==> config.mk <==
export PLATFORM = sky130hd
export DESIGN_NAME = led_brightness_i2c_sequencer
export DESIGN_NICKNAME = d
export VERILOG_FILES = /design/src/design/lbis_pkg.sv /design/src/design/lbis_lane.sv /design/src/design/lbis_seq.sv /design/src/design/led_brightness_i2c_sequencer.sv
export SDC_FILE = /design/constraint.sdc
export NUM_CORES = 1
export LEC_CHECK = 0
export ABC_AREA = 1
export BUFFER_PORTS_ARGS = -buffer_cell sky130_fd_sc_hd__buf_2
export CAP_MARGIN = 25
export CORE_UTILIZATION = 30
export DETAILED_ROUTE_END_ITERATION = 10
export REMOVE_ABC_BUFFERS = 1
export SYNTH_ARGS = -nofsm -noshare
export SYNTH_HDL_FRONTEND = slang
export SYNTH_HIERARCHICAL = 1
export SYNTH_SLANG_ARGS = --single-unit
==> constraint.sdc <==
create_clock -name clk -period 9.4 [get_ports clk]
set_clock_uncertainty 0.2 [all_clocks]
set_input_delay 1.41 -clock clk [delete_from_list [all_inputs] [get_ports clk]]
set_output_delay 1.41 -clock clk [all_outputs]
set_load 0.01 [all_outputs]
==> src/design/lbis_pkg.sv <==
// Shared types and constants for the LED brightness serial-bus sequencer.
package lbis_pkg;

  localparam int NUM_CH   = 5;
  localparam int LEVEL_W  = 16;
  localparam int BRIGHT_W = 8;
  localparam int ADDR_W   = 7;
  localparam int CH_IDX_W = 3;
  localparam int CFG_IDX_W = 3;
  localparam int CFG_DATA_W = 8;

  typedef logic [BRIGHT_W-1:0] bright_t;
  typedef logic [ADDR_W-1:0]   addr_t;

  // Register select bit per channel, bit i for channel i
  localparam logic [NUM_CH-1:0] CH_REG_SEL = 5'b01011;

  // Configuration reset values
  localparam bright_t MIN_LEVEL_RST     = 8'd30;
  localparam bright_t MAX_LEVEL_RST     = 8'd255;
  localparam addr_t   FIRST_DEVICE_RST  = 7'h5C;
  localparam addr_t   SECOND_DEVICE_RST = 7'h5A;
  localparam addr_t   THIRD_DEVICE_RST  = 7'h58;

  // Configuration register indexes
  typedef enum logic [CFG_IDX_W-1:0] {
    REG_MIN_LEVEL     = 3'd0,
    REG_MAX_LEVEL     = 3'd1,
    REG_FIRST_DEVICE  = 3'd2,
    REG_SECOND_DEVICE = 3'd3,
    REG_THIRD_DEVICE  = 3'd4
  } cfg_reg_t;

  // Sequencer phases
  typedef enum logic [2:0] {
    PH_WAIT  = 3'd0,
    PH_CH0   = 3'd1,
    PH_CH1   = 3'd2,
    PH_CH2   = 3'd3,
    PH_CH3   = 3'd4,
    PH_CH4   = 3'd5,
    PH_STORE = 3'd6
  } phase_t;

  typedef struct packed {
    bright_t min_level;
    bright_t max_level;
    addr_t   first_device;
    addr_t   second_device;
    addr_t   third_device;
  } cfg_t;

  typedef struct packed {
    logic [LEVEL_W-1:0] level_0;
    logic [LEVEL_W-1:0] level_1;
    logic [LEVEL_W-1:0] level_2;
    logic [LEVEL_W-1:0] level_3;
    logic [LEVEL_W-1:0] level_4;
    logic               bus_idle;
  } in_beat_t;

  typedef struct packed {
    logic    send;
    addr_t   device_address;
    logic    register_select;
    bright_t brightness;
    logic    idle;
  } out_beat_t;

  // Sequencer status and lane write strobes
  typedef struct packed {
    logic waiting;
    logic issued;
    logic snap_we;
    logic cur_we;
  } seq_stat_t;

endpackage

==> src/design/lbis_lane.sv <==
// One channel lane: clamp, change test, snapshot and current level registers.
module lbis_lane
  import lbis_pkg::*;
(
  input  logic               clk,
  input  logic               rst,
  input  logic [LEVEL_W-1:0] level,
  input  bright_t            min_level,
  input  bright_t            max_level,
  input  logic               snap_we,
  input  logic               cur_we,
  output bright_t            snapshot,
  output logic               changed
);

  bright_t current;
  logic [LEVEL_W-1:0] upper;
  bright_t clamped;

  // Clamp down to max first, then up to min so min wins
  always_comb begin
    upper = (level > {{(LEVEL_W-BRIGHT_W){1'b0}}, max_level}) ?
            {{(LEVEL_W-BRIGHT_W){1'b0}}, max_level} : level;
    clamped = (upper < {{(LEVEL_W-BRIGHT_W){1'b0}}, min_level}) ?
              min_level : upper[BRIGHT_W-1:0];
  end

  assign changed = (clamped != current);

  // Snapshot holds no reset value; it is always written before use
  always_ff @(posedge clk) begin
    if (snap_we) begin
      snapshot <= clamped;
    end
  end

  always_ff @(posedge clk) begin
    if (rst) begin
      current <= '0;
    end else if (cur_we) begin
      current <= snapshot;
    end
  end

endmodule

==> src/design/lbis_seq.sv <==
// Merge of lane results and the write sequencer state machine.
module lbis_seq
  import lbis_pkg::*;
(
  input  logic              clk,
  input  logic              rst,
  input  logic              accept,
  input  logic              bus_idle,
  input  logic [NUM_CH-1:0] changed,
  input  bright_t           snapshot [NUM_CH],
  input  cfg_t              cfg,
  output out_beat_t         result,
  output seq_stat_t         stat
);

  phase_t phase, phase_next;
  logic issued, issued_next;
  logic [CH_IDX_W-1:0] ch;
  addr_t ch_addr;

  // State registers advance once per accepted beat
  always_ff @(posedge clk) begin
    if (rst) begin
      phase  <= PH_WAIT;
      issued <= 1'b0;
    end else if (accept) begin
      phase  <= phase_next;
      issued <= issued_next;
    end
  end

  // Channel served by the current write phase
  always_comb begin
    ch = CH_IDX_W'(phase - PH_CH0);
    case (phase)
      PH_CH0:  ch_addr = cfg.first_device;
      PH_CH1:  ch_addr = cfg.second_device;
      PH_CH2:  ch_addr = cfg.second_device;
      default: ch_addr = cfg.third_device;
    endcase
  end

  // Next state and result
  always_comb begin
    phase_next   = phase;
    issued_next  = issued;
    result       = '0;
    stat.waiting = 1'b0;
    stat.issued  = issued;
    stat.snap_we = 1'b0;
    stat.cur_we  = 1'b0;
    case (phase)
      PH_CH0, PH_CH1, PH_CH2, PH_CH3, PH_CH4: begin
        if (bus_idle) begin
          if (issued) begin
            issued_next = 1'b0;
            phase_next  = phase_t'(phase + 3'd1);
          end else begin
            issued_next            = 1'b1;
            result.send            = 1'b1;
            result.device_address  = ch_addr;
            result.register_select = CH_REG_SEL[ch];
            result.brightness      = snapshot[ch];
          end
        end
      end
      PH_STORE: begin
        stat.cur_we = accept;
        phase_next  = PH_WAIT;
      end
      default: begin
        stat.waiting = 1'b1;
        stat.snap_we = accept;
        result.idle  = 1'b1;
        phase_next   = (|changed) ? PH_CH0 : PH_WAIT;
      end
    endcase
  end

endmodule

==> src/design/led_brightness_i2c_sequencer.sv <==
// Top level of the LED brightness serial-bus sequencer.
// Usage:
//   in_valid/in_stall/in_data carry one tick beat: five requested levels and a
//   bus idle flag. out_valid/out_stall/out_data carry exactly one result beat
//   per input beat: a write command (send, address, register, brightness)
//   and the idle flag. A beat moves when valid is high and stall is low.
//   cfg_write/cfg_index/cfg_data write a register: 0 min level,
//   1 max level, 2..4 device addresses; other indexes are ignored.
// Timing:
//   Five lanes clamp and compare all channels in parallel and the sequencer
//   steps in the same cycle, so a beat is taken every cycle while the output
//   is not held by out_stall, and its result is in the output register next cycle.
// Reset:
//   Sequencer returns to waiting, current levels clear to zero, the
//   configuration takes its default values, and the output register empties.
// Stall:
//   While the output beat is held by out_stall, in_stall is raised and no
//   new tick is taken; nothing is dropped.
module led_brightness_i2c_sequencer
  import lbis_pkg::*;
(
  input  logic                  clk,
  input  logic                  rst,
  input  logic                  in_valid,
  output logic                  in_stall,
  input  in_beat_t              in_data,
  output logic                  out_valid,
  input  logic                  out_stall,
  output out_beat_t             out_data,
  input  logic                  cfg_write,
  input  logic [CFG_IDX_W-1:0]  cfg_index,
  input  logic [CFG_DATA_W-1:0] cfg_data
);

  cfg_t cfg;
  logic in_accept;
  logic [LEVEL_W-1:0] levels [NUM_CH];
  bright_t snapshot [NUM_CH];
  logic [NUM_CH-1:0] changed;
  out_beat_t result;
  seq_stat_t stat;

  assign in_stall  = out_valid & out_stall;
  assign in_accept = in_valid & ~in_stall;

  // Configuration registers
  always_ff @(posedge clk) begin
    if (rst) begin
      cfg.min_level     <= MIN_LEVEL_RST;
      cfg.max_level     <= MAX_LEVEL_RST;
      cfg.first_device  <= FIRST_DEVICE_RST;
      cfg.second_device <= SECOND_DEVICE_RST;
      cfg.third_device  <= THIRD_DEVICE_RST;
    end else if (cfg_write) begin
      case (cfg_index)
        REG_MIN_LEVEL:     cfg.min_level     <= cfg_data;
        REG_MAX_LEVEL:     cfg.max_level     <= cfg_data;
        REG_FIRST_DEVICE:  cfg.first_device  <= cfg_data[ADDR_W-1:0];
        REG_SECOND_DEVICE: cfg.second_device <= cfg_data[ADDR_W-1:0];
        REG_THIRD_DEVICE:  cfg.third_device  <= cfg_data[ADDR_W-1:0];
        default: ;
      endcase
    end
  end

  // Channel levels into lane order
  assign levels[0] = in_data.level_0;
  assign levels[1] = in_data.level_1;
  assign levels[2] = in_data.level_2;
  assign levels[3] = in_data.level_3;
  assign levels[4] = in_data.level_4;

  // Per-channel lanes
  for (genvar i = 0; i < NUM_CH; i++) begin : g_lane
    lbis_lane u_lane (
      .clk       (clk),
      .rst       (rst),
      .level     (levels[i]),
      .min_level (cfg.min_level),
      .max_level (cfg.max_level),
      .snap_we   (stat.snap_we),
      .cur_we    (stat.cur_we),
      .snapshot  (snapshot[i]),
      .changed   (changed[i])
    );
  end

  lbis_seq u_seq (
    .clk      (clk),
    .rst      (rst),
    .accept   (in_accept),
    .bus_idle (in_data.bus_idle),
    .changed  (changed),
    .snapshot (snapshot),
    .cfg      (cfg),
    .result   (result),
    .stat     (stat)
  );

  // Output register
  always_ff @(posedge clk) begin
    if (rst) begin
      out_valid <= 1'b0;
    end else if (in_accept) begin
      out_valid <= 1'b1;
    end else if (!out_stall) begin
      out_valid <= 1'b0;
    end
  end

  always_ff @(posedge clk) begin
    if (in_accept) begin
      out_data <= result;
    end
  end

`ifndef ASSERT_OFF
  // A beat taken while waiting yields an idle result with no write
  a_wait_result: assert property (@(posedge clk) disable iff (rst)
    in_accept && stat.waiting |=> out_valid && out_data.idle && !out_data.send)
    else $error("waiting beat did not give an idle result");

  // An issued write is always followed by the issued mark
  a_send_marks: assert property (@(posedge clk) disable iff (rst)
    in_accept && result.send |=> stat.issued)
    else $error("write issued without issued mark");

  // The input side only stalls behind a held output beat
  a_stall_cause: assert property (@(posedge clk) disable iff (rst)
    in_stall |-> out_valid && out_stall)
    else $error("input stalled without a held output beat");

  // Snapshot and current level writes never coincide
  a_we_excl: assert property (@(posedge clk) disable iff (rst)
    !(stat.snap_we && stat.cur_we))
    else $error("snapshot and current written together");
`endif

endmodule

Yosys cells after proc, flatten, opt, wreduce, memory -nomap -nowiden
Memories as Yosys holds them, arrays and structs flattened.
Index checks and enable logic that the tools add are counted.
W data, S select, Z words.
- ROM bits: 8
- memories: 1
- input bits: 97
- flip-flop bits (word level): 140
- order comparisons: 12
- $add $sub $neg: 2
- reduce and logical (&&, ||, !) cells: 14
- multiplexer cells: 26
- bitwise logic cells: 6
- equality and inequality tests: 18
- memory list (name ; words ; bits a word ; read ports ; clocked after Yosys merged registers in ; wr ports ; line ; text):
    (no name shown) ; 8 ; 1 ; 1 ; 0 ; 0 ; lbis_seq.sv:62 ; result.register_select = CH_REG_SEL[ch];
- operators with widths (kind ; count):
    $gt A16 B8 Y1 ; 5
    $lt A16 B8 Y1 ; 5
    $mux W16 ; 5
    $mux W8 ; 7
    $ne A8 B8 Y1 ; 5
    $bmux W8 S3 ; 1
    $mux W17 ; 1
    $pmux W7 S2 ; 1
    $eq A3 B2 Y1 const B ; 4
    $eq A3 B3 Y1 const B ; 4
    $reduce_and A2 Y1 ; 6
    $reduce_or A5 Y1 ; 2
    $mux W1 ; 8
    $eq A3 B1 Y1 const B ; 2
    $mux W3 ; 2
    $pmux W3 S2 ; 1
    $reduce_and A3 Y1 ; 2
    $reduce_or A6 Y1 ; 1
    $ge A4 B4 Y1 const B ; 1
    $lt A3 B4 Y1 const B ; 1
    $ne A2 B1 Y1 const B ; 2
    $not A3 Y4 ; 1
    $add A3 B1 Y3 const B ; 1
    $logic_not A3 Y1 ; 1
    other kinds (6) ; 9

Longest topological paths before layout
- depth after elaboration: 8
- mapped depth: 36

By module
Netlist, hierarchy kept.
- modules (own cells, without submodules) (module ; cells each ; seq. area each (um^2) ; instances ; area an instance (um^2)):
    lbis_lane ; 206 ; 400.4 ; 5 ; 1375.1
    led_brightness_i2c_sequencer ; 222 ; 1301.2 ; 1 ; 2044.5
    lbis_seq ; 191 ; 80.1 ; 1 ; 1057.3

Least setup slack after synthesis
OpenSTA, ideal clock, no wires.
- kind: in2reg
- start point: input out_stall
- end point: register g_lane[0].u_lane.snapshot[0], enable pin
- stages on the path: 5
- slack: 3.137 ns
- library setup time: 0.487 ns
- arrival time: 5.576 ns
- buffers on the path: 0
- path through: nand2_1 > inv_1 > nor2_1 > inv_1 > nor3_1
- RTL lines (element ; line ; text):
    start: declaration ; led_brightness_i2c_sequencer.sv:28 ; input logic out_stall,
    end signal: assignment ; lbis_lane.sv:33 ; snapshot <= clamped;
    end: declaration ; lbis_lane.sv:12 ; output bright_t snapshot,

Worst setup path after layout
- start point: input in_data[24] (netlist bit)
- end point: register u_seq.phase[0]
- word-level cells in the longest chain between the ends: 8
- RTL lines (element ; line ; text):
    start: declaration ; led_brightness_i2c_sequencer.sv:26 ; input in_beat_t in_data,
    $gt A16 B8 Y1 ; lbis_lane.sv:22 ; upper = (level > {{(LEVEL_W-BRIGHT_W){1'b0}}, max_level}) ?
    $mux W16 * ; lbis_lane.sv:22 ;
    $lt A16 B8 Y1 ; lbis_lane.sv:24 ; clamped = (upper < {{(LEVEL_W-BRIGHT_W){1'b0}}, min_level}) ?
    $mux W8 * ; lbis_lane.sv:24 ;
    $ne A8 B8 Y1 * ; lbis_lane.sv:28 ; assign changed = (clamped != current);
    net changed[3] ; led_brightness_i2c_sequencer.sv:39 ; logic [NUM_CH-1:0] changed;
    $reduce_or A5 Y1 * ; lbis_seq.sv:75 ; phase_next = (|changed) ? PH_CH0 : PH_WAIT;
    $mux W1 * ; lbis_seq.sv:75 ;
    $pmux W3 S2 * ; lbis_seq.sv:52 ; case (phase)
    end signal: assignment ; lbis_seq.sv:27 ; phase <= phase_next;
    end: declaration ; lbis_seq.sv:16 ; phase_t phase, phase_next;
Mark *: on every way through the listed nets, which the timed path passes. The rest lies on a longest branch.
A chain may end at the register's enable or synchronous reset.

==> impl_metrics.env <==
export IMPL_die_area_mm2=0.0339
export IMPL_track_usage_pct=16.8
export IMPL_area_growth_pct=15.6
export IMPL_dp_cells=1967
export IMPL_antenna_left=0
export IMPL_core_mm2=0.0326
export IMPL_worstPathRequired_ns=9.49
export IMPL_clk_latency_ns=0.43
export IMPL_drv_cap=0
export IMPL_layout_commonest_cell="nand2_1"
export IMPL_worstSetupPathType="in2reg"
export IMPL_hold_violations=0
export IMPL_drc=0
export IMPL_vdd_ir_drop_max_mv=0.126
export IMPL_port_buffer_count=116
export IMPL_synthCells=1441
export IMPL_place_gp_congestion=0.860
export IMPL_nFillCells=3506
export IMPL_fin_crit_sh_pct=56.8
export IMPL_tightestPinTransition_ns=0.936
export IMPL_cts_root_buf="clkbuf_16"
export IMPL_layout_common_cells="nand2_1 (436), inv_1 (167), nand3_1 (156)"
export IMPL_max_slew_margin_pct=37.5
export IMPL_io_pin_count=117
export IMPL_tritoncts="done"
export IMPL_totalWireLength_um=28100
export IMPL_setup_viol=0
export IMPL_cts_hold_buf=0
export IMPL_status="finished clean"
export IMPL_drive_above_1_share_pct=15.7
export IMPL_end_kind="register"
export IMPL_grt_pass1_wl_um=44200
export IMPL_layout_setup_ws_ns=4.06
export IMPL_layout_cells_non_filler=1999
export IMPL_row_count=66
export IMPL_post_route_min_period_ns=5.34
export IMPL_yosys_warnings=6
export IMPL_clk_pin_slew_ns=0.06
export IMPL_tns_ns=0
export IMPL_hp_class="reg2reg"
export IMPL_worstPathArrival_ns=5.43
export IMPL_cts_buffer_depth=2
export IMPL_diodes=0
export IMPL_rsz0062_at_grt="false"
export IMPL_start_util_pct=30.5
export IMPL_power_density_mw_per_mm2=170
export IMPL_routedWlPerCell_um=14.0
export IMPL_dieWidth_um=184
export IMPL_num_vias=9545
export IMPL_p_leak_nw=5.61
export IMPL_postCtsSetupRepairBufs=0
export IMPL_grt_pass1_vias=8886
export IMPL_dieHeight_um=184
export IMPL_cts_resized=0
export IMPL_fmax_mhz=187
export IMPL_hpwl_um=20500
export IMPL_nets=1722
export IMPL_via_per_inst=4.77
export IMPL_drt_pass1_iterations=5
export IMPL_netlist_area_mm2=0.00996
export IMPL_numClockSinks=140
export IMPL_htree_num_levels=4
export IMPL_drv_slew=0
export IMPL_dpl_worst_slack_ns=3.69
export IMPL_start_kind="primary input"
export IMPL_grt_max_degree=47
export IMPL_utilization_pct=35.3
export IMPL_grt_ovfl_total=0
export IMPL_syn_avg_cell_area_um2=6.91
export IMPL_critical_path_max_fanout=15
export IMPL_numCtsBuffers=17
export IMPL_antenna_found_initial=0
export IMPL_drtIter0Drc=665
## path summary, 6_finish.rpt
check	from	end	slack, ns	cells past startpoint
worst min register to register	cfg[11]$_SDFFE_PP1P_	cfg[11]$_SDFFE_PP1P_	0.26	2
worst max-delay path	in_data[24]	u_seq/phase[0]$_SDFFE_PP0P_	4.06	28
worst max register to register	cfg[24]$_SDFFE_PP1P_	u_seq/phase[0]$_SDFFE_PP0P_	4.22	30
worst min-delay path	cfg[11]$_SDFFE_PP1P_	cfg[11]$_SDFFE_PP1P_	0.26	2
## area by class of cell
cell class / count / area (um^2) / area share [%]
sequential: 140 / 3380 / 29.4
inverter: 174 / 653 / 5.67
tap: 442 / 553 / 4.80
timing repair buffer: 126 / 653 / 5.67
clock buffer: 17 / 425 / 3.70
multi-input combinational: 1085 / 5670 / 49.2
clock inverter: 15 / 179 / 1.55
## routing by layer
metal	routed length, um	track usage, %	vias up
met5	0	0	-
met4	994	7.40	0
met3	1470	3.00	45
met2	12700	27.1	250
met1	12900	21.7	4377
li1	-	-	4873
## state kept, by name, summed over array words and instances, names as in the netlist
name                    flops
u_seq/phase                 3
cfg                        37
out_data                   18
out_valid                   1
u_seq/issued                1
g_lane.u_lane/snapshot     40
g_lane.u_lane/current      40
## through the flow
| stage | hold slack [ns] | power (mW) | instance area (um^2) |
|---|---|---|---|
| 2_1_floorplan | 0.229 | 1.09 | 9690 |
| 5_1_grt | 0.301 | 2.07 | 11500 |
| 3_3_place_gp | 0.237 | 1.26 | 10900 |
| 6_report | 0.257 | 1.96 | 11500 |
| 4_1_cts | 0.260 | 1.96 | 11500 |
| 3_5_place_dp | 0.242 | 1.27 | 10900 |
## report_power, final
| part | switching (mW) | internal, mW | total [mW] |
|---|---|---|---|
| clock | 0.294 | 0.403 | 0.696 |
| sequential | 0.0473 | 0.708 | 0.755 |
| combinational | 0.346 | 0.162 | 0.508 |
## worst max-delay path, stage by stage
cell and delay [ns]:
buf_2 0.11, ha_1 0.28, nand2_1 0.08, nor2_2 0.13
nand2_1 0.06, nand3_1 0.09, nand2_2 0.17, o21ai_0 0.33
ha_1 0.33, nand2_1 0.08, nor2_1 0.04, a211oi_1 0.65
buf_2 0.30, nand2_2 0.18, nand2_1 0.16, nand3b_1 0.08
nand2_1 0.07, nand2_1 0.05, nor2_1 0.10, nand2_1 0.07
nor2_1 0.24, nand3b_1 0.11, nand2_1 0.06, nand2_1 0.05
nand2_1 0.06, nand2_1 0.05, nand2_1 0.05, nor2_1 0.03
Power figures use the tool's default switching activity.
